[config.mk]
export PLATFORM = sky130hd
export DESIGN_NAME = nea_lane
export DESIGN_NICKNAME = d
export VERILOG_FILES = /design/src/hw/rtl/nea_pkg.sv /design/src/hw/rtl/nea_lane.sv
export SDC_FILE = /design/constraint.sdc
export NUM_CORES = 2
export LEC_CHECK = 0
export ABC_AREA = 1
export BUFFER_PORTS_ARGS = -buffer_cell sky130_fd_sc_hd__buf_4
export CORE_AREA = 2 2 232 257
export CTS_CLUSTER_DIAMETER = 40
export CTS_CLUSTER_SIZE = 16
export DETAILED_ROUTE_END_ITERATION = 8
export DIE_AREA = 0 0 234 259
export PLACE_DENSITY = 0.72
export SYNTH_ARGS = -nofsm -noshare
export SYNTH_HDL_FRONTEND = slang
export SYNTH_SLANG_ARGS = --single-unit
[constraint.sdc]
create_clock -name i_clk -period 11.9 [get_ports i_clk]
set_input_delay 1.19 -clock i_clk [delete_from_list [all_inputs] [get_ports i_clk]]
set_output_delay 1.19 -clock i_clk [all_outputs]
set_load 0.01 [all_outputs]
[src/hw/rtl/nea_pkg.sv]
// Shared types, widths and index tables for the normal equation accumulator.
// No dependencies; imported by every module of the block.
`timescale 1ns / 1ps

package nea_pkg;

    localparam int DOF      = 6;
    localparam int TRI_N    = 21;
    localparam int JAC_W    = 24;
    localparam int PROD_W   = 2 * JAC_W;
    localparam int SUM_W    = 64;
    localparam int ROW_W    = 3;
    localparam int TRI_W    = 5;

    localparam logic [ROW_W-1:0] ROW_FIRST = 3'd0;
    localparam logic [ROW_W-1:0] ROW_FINAL = 3'd5;

    typedef logic signed [JAC_W-1:0]  t_elem;
    typedef logic signed [PROD_W-1:0] t_prod;
    typedef logic signed [SUM_W-1:0]  t_sum;

    // Upper triangle, row major: entry for (row, col) of the symmetric sum.
    localparam logic [TRI_W-1:0] TRI_INDEX [DOF][DOF] = '{
        '{5'd0,  5'd1,  5'd2,  5'd3,  5'd4,  5'd5 },
        '{5'd1,  5'd6,  5'd7,  5'd8,  5'd9,  5'd10},
        '{5'd2,  5'd7,  5'd11, 5'd12, 5'd13, 5'd14},
        '{5'd3,  5'd8,  5'd12, 5'd15, 5'd16, 5'd17},
        '{5'd4,  5'd9,  5'd13, 5'd16, 5'd18, 5'd19},
        '{5'd5,  5'd10, 5'd14, 5'd17, 5'd19, 5'd20}
    };

    // Jacobian element pair that feeds each triangle entry.
    localparam logic [ROW_W-1:0] TRI_ROW [TRI_N] = '{
        3'd0, 3'd0, 3'd0, 3'd0, 3'd0, 3'd0,
        3'd1, 3'd1, 3'd1, 3'd1, 3'd1,
        3'd2, 3'd2, 3'd2, 3'd2,
        3'd3, 3'd3, 3'd3,
        3'd4, 3'd4,
        3'd5
    };
    localparam logic [ROW_W-1:0] TRI_COL [TRI_N] = '{
        3'd0, 3'd1, 3'd2, 3'd3, 3'd4, 3'd5,
        3'd1, 3'd2, 3'd3, 3'd4, 3'd5,
        3'd2, 3'd3, 3'd4, 3'd5,
        3'd3, 3'd4, 3'd5,
        3'd4, 3'd5,
        3'd5
    };

endpackage

[src/hw/rtl/nea_lane.sv]
// One accumulation lane: registered 24x24 product, then saturating 64-bit add.
// Depends on nea_pkg.
`timescale 1ns / 1ps

module nea_lane
    import nea_pkg::*;
(
    input  logic  i_clk,
    input  logic  i_rst_n,
    input  logic  i_take,
    input  t_elem i_a,
    input  t_elem i_b,
    input  logic  i_acc_en,
    input  logic  i_acc_clear,
    output t_sum  o_next
);

    t_prod r_prod;
    t_sum  r_acc;
    logic signed [SUM_W:0] n_wide;
    t_sum  n_acc;

    always_ff @(posedge i_clk) begin
        if (i_take) begin
            r_prod <= i_a * i_b;
        end
    end

    always_comb begin
        n_wide = {r_acc[SUM_W-1], r_acc}
               + {{(SUM_W + 1 - PROD_W){r_prod[PROD_W-1]}}, r_prod};
        if (n_wide[SUM_W] != n_wide[SUM_W-1]) begin
            // clamp towards the sign of the true sum
            n_acc = n_wide[SUM_W] ? {1'b1, {(SUM_W-1){1'b0}}} : {1'b0, {(SUM_W-1){1'b1}}};
        end else begin
            n_acc = n_wide[SUM_W-1:0];
        end
    end

    always_ff @(posedge i_clk) begin
        if (!i_rst_n) begin
            r_acc <= '0;
        end else if (i_acc_en) begin
            r_acc <= i_acc_clear ? '0 : n_acc;
        end
    end

    assign o_next = n_acc;

endmodule

==> flow_metrics.tcl <==
set metrics [dict create \
    status "finished clean" \
    grt_overflow 0 \
    synthCells 4285 \
    fin_crit_sh_pct 63.64 \
    finalHoldViolCount 0 \
    ys_warn_count 0 \
    first_pass_iters 6 \
    cp-end-kind "register" \
    vias 26070 \
    hold-worst-slack_ns 0.4723 \
    cts-root-buf "clkbuf_16" \
    ff2ff_setup_slack_ns 7.88 \
    post-dp-hpwl_mm 72.87 \
    synth-edff-count 48 \
    synthMuxAreaShare_pct 0 \
    worstSetupPathType "in2reg" \
    crit_required_ns 12.04 \
    relSlewSlack_pct 25.98 \
    grtUsageTotal_pct 29.76 \
    yosysTopAreaCell "fa_1" \
    rsz0062_at_grt "no" \
    avgSynthCellArea_um2 7.377 \
    finClkSkew_ns 0.02093 \
    holdPathEnd "r_acc[2]" \
    row_count 93 \
    grt_pass1_wl_mm 141.0 \
    clkTransAtPathRegs_ns 0.07 \
    nFillCells 5532 \
    crit_fanout 24 \
    yosysSeqAreaShare_pct 8.613 \
    postRouteAntennaNets 0 \
    synthesis.area_um2 31610 \
    cts_tree "done" \
    clk_latency_ns 0.40 \
    gp_congestion 1.042 \
    grt_pass1_vias 27170 \
    setup_total_negative_slack_ns 0 \
    drive_gt1_share_pct 6.055 \
    period_needed_ns 7.573 \
    dieArea_um2 60610 \
    synthAdderAreaFrac_pct 46.34 \
    drv_cap 0 \
    final-max-slew-violation-count 0 \
    fp.dieH_um 259 \
    synthSimpleGateAreaFrac_pct 21.99 \
    syn-num-nets 5144 \
    wire_per_inst_um 17.07 \
    timing.rr.start "r_prod[47]" \
    ctsHoldBuffers 0 \
    fp.dieW_um 234 \
    hp-start "r_acc[2]" \
    port_buffers 116 \
    drt_iter0_drc 2201 \
    async_reset_ff_share_pct 0 \
    synth_compound_area_share_pct 5.098 \
    worstPathArrival_ns 7.71 \
    cts.path.max_buffers 2 \
    synth_ff_type "dfxtp_1" \
    max_freq_mhz 132.1 \
    yosysUniqueCellTypes 40 \
    r2r_cells 14 \
    drc 0 \
    yosysTopAreaCellShare_pct 38.51 \
    layout.nets 5148 \
    fp.coreArea_um2 58060 \
    tightest_slew_ns 1.110 \
    wirelength_mm 86.30 \
    synth_area_leaders "fa_1 39%, nand2_1 15%, inv_1 14%, ha_1 7.8%, edfxtp_1 4.6%" \
    yosys.area_share.xor_xnor_pct 2.411 \
    post_cts_buffers 0 \
    start_kind "input pin" \
    cts_buffers 9 \
    vias_per_cell 5.158 \
    reg2reg_to "r_acc[34]" \
    hold_path_class "reg2reg" \
    hold_depth 2 \
    start_util_pct 54.44 \
    cts_resized 0 \
    cts_num_sinks 112 \
    antenna_found_initial 0 \
    antenna_cells 0 \
    grt_max_degree 66 \
    areaGrowthSynthToFinish_pct 4.920 \
    ys_seq_elements 112 \
    ios 117 \
    finalSetupViolations 0 \
    synth_top_family_by_area "adder cells" \
    h-tree-depth 3 \
]
==> final cells by class <==
class | instances | area (µm²) | share of cell area (%)
clock buffers | 10 | 229.0 | 0.6904
flip-flops and latches | 112 | 2723 | 8.209
clock inverters | 6 | 43.79 | 0.1320
multi-input cells | 2890 | 23980 | 72.30
repair buffers | 120 | 900.9 | 2.716
inverters | 1156 | 4339 | 13.08
well taps | 760 | 950.9 | 2.867
==> layout by cell type, fill, tap and decap left out, types with 3 or more instances in the layout <==
cell          n
inv_1      1150
edfxtp_1     48
xor2_1       67
nand2_2      78
xnor2_1      20
o21ai_0      40
inv_2         6
buf_4       120
clkbuf_16     9
a21o_1        5
a31oi_1      10
ha_1        198
nand4_1      23
a211oi_1      3
or2_2        10
o21bai_1     30
o21a_1        8
nor3_1       11
fa_1        608
nand3_1      81
a21oi_1     176
nor2_4        3
nand2_1    1301
a21oi_2       8
dfxtp_1      64
nor2_2       10
nor2_1      174
nor4_1       10
==> stage by stage <==
stage               utilization [%]  std cells  setup slack (ns)  cell area [µm²]
finish                        57.12       5054             4.327            33160
global route                  57.12       5054             3.966            33160
CTS                           57.12       5054             4.440            33160
floorplan                         -       4285             4.559            31610
global placement              56.65       5038             4.031            32890
detailed placement            56.65       5038             4.035            32890
==> sequential cells by signal, indices dropped and copies added (netlist names) <==
register / flops
r_acc: 64
r_prod: 48
==> worst max-delay path, cell delays in order <==
cell and delay [ns]:
buf_4 0.22, nand2_1 0.14, inv_1 0.10, fa_1 0.55
inv_1 0.12, fa_1 0.57, inv_1 0.07, fa_1 0.92
inv_1 0.15, fa_1 0.51, fa_1 0.56, fa_1 0.42
fa_1 0.49, inv_1 0.04, ha_1 0.33, nand2_1 0.13
nor2_1 0.22, nand2_1 0.09, nor4_1 0.30, nand3_1 0.14
nand3_1 0.20, nand2_1 0.08, nand3_1 0.08, xor2_1 0.06
==> cells in the mapped netlist, types with 11 or more instances <==
cell	n
nand2_1	1301
inv_1	1151
fa_1	608
ha_1	198
a21oi_1	176
nor2_1	174
clkbuf_1	109
nand3_1	81
nand2_2	78
xor2_1	67
dfxtp_1	64
edfxtp_1	48
o21ai_0	40
o21bai_1	30
nand4_1	23
xnor2_1	20
buf_6	12
nor2_2	11
nor3_1	11
==> kinds of logic (layout without fill, tap and decap cells) <==
logic type | Yosys count | count (layout)
flip-flops | 112 | 112
AND/OR/NAND/NOR | 1711 | 1711
AO/OA/AOI/OAI | 286 | 286
adder cells (fa/ha/maj) | 806 | 806
buffers and inverters | 1283 | 1292
XOR/XNOR | 87 | 87
==> layer usage <==
| layer | GRT usage [%] | vias to the layer above | routed length, µm |
|---|---|---|---|
| li1 | - | 12360 | - |
| met3 | 3.702 | 165 | 6029 |
| met1 | 40.00 | 12480 | 36420 |
| met4 | 10.71 | 0 | 3230 |
| met5 | 0 | - | 0 |
| met2 | 49.55 | 1065 | 40610 |
==> how the worst max path moves through the flow <==
stage             from         end  slack [ns]  cells after the start
2_1_floorplan  i_a[23]  r_prod[47]        4.56                     22
3_3_place_gp    i_b[0]  r_prod[44]        4.03                     20
3_5_place_dp    i_b[6]  r_prod[44]        4.03                     22
4_1_cts         i_b[6]  r_prod[46]        4.44                     24
5_1_grt         i_b[6]  r_prod[46]        3.97                     24
6_report        i_b[6]  r_prod[46]        4.33                     24
Power is not shown: default switching activity piles up to over one toggle a cycle in this logic, so the estimate is an artifact.
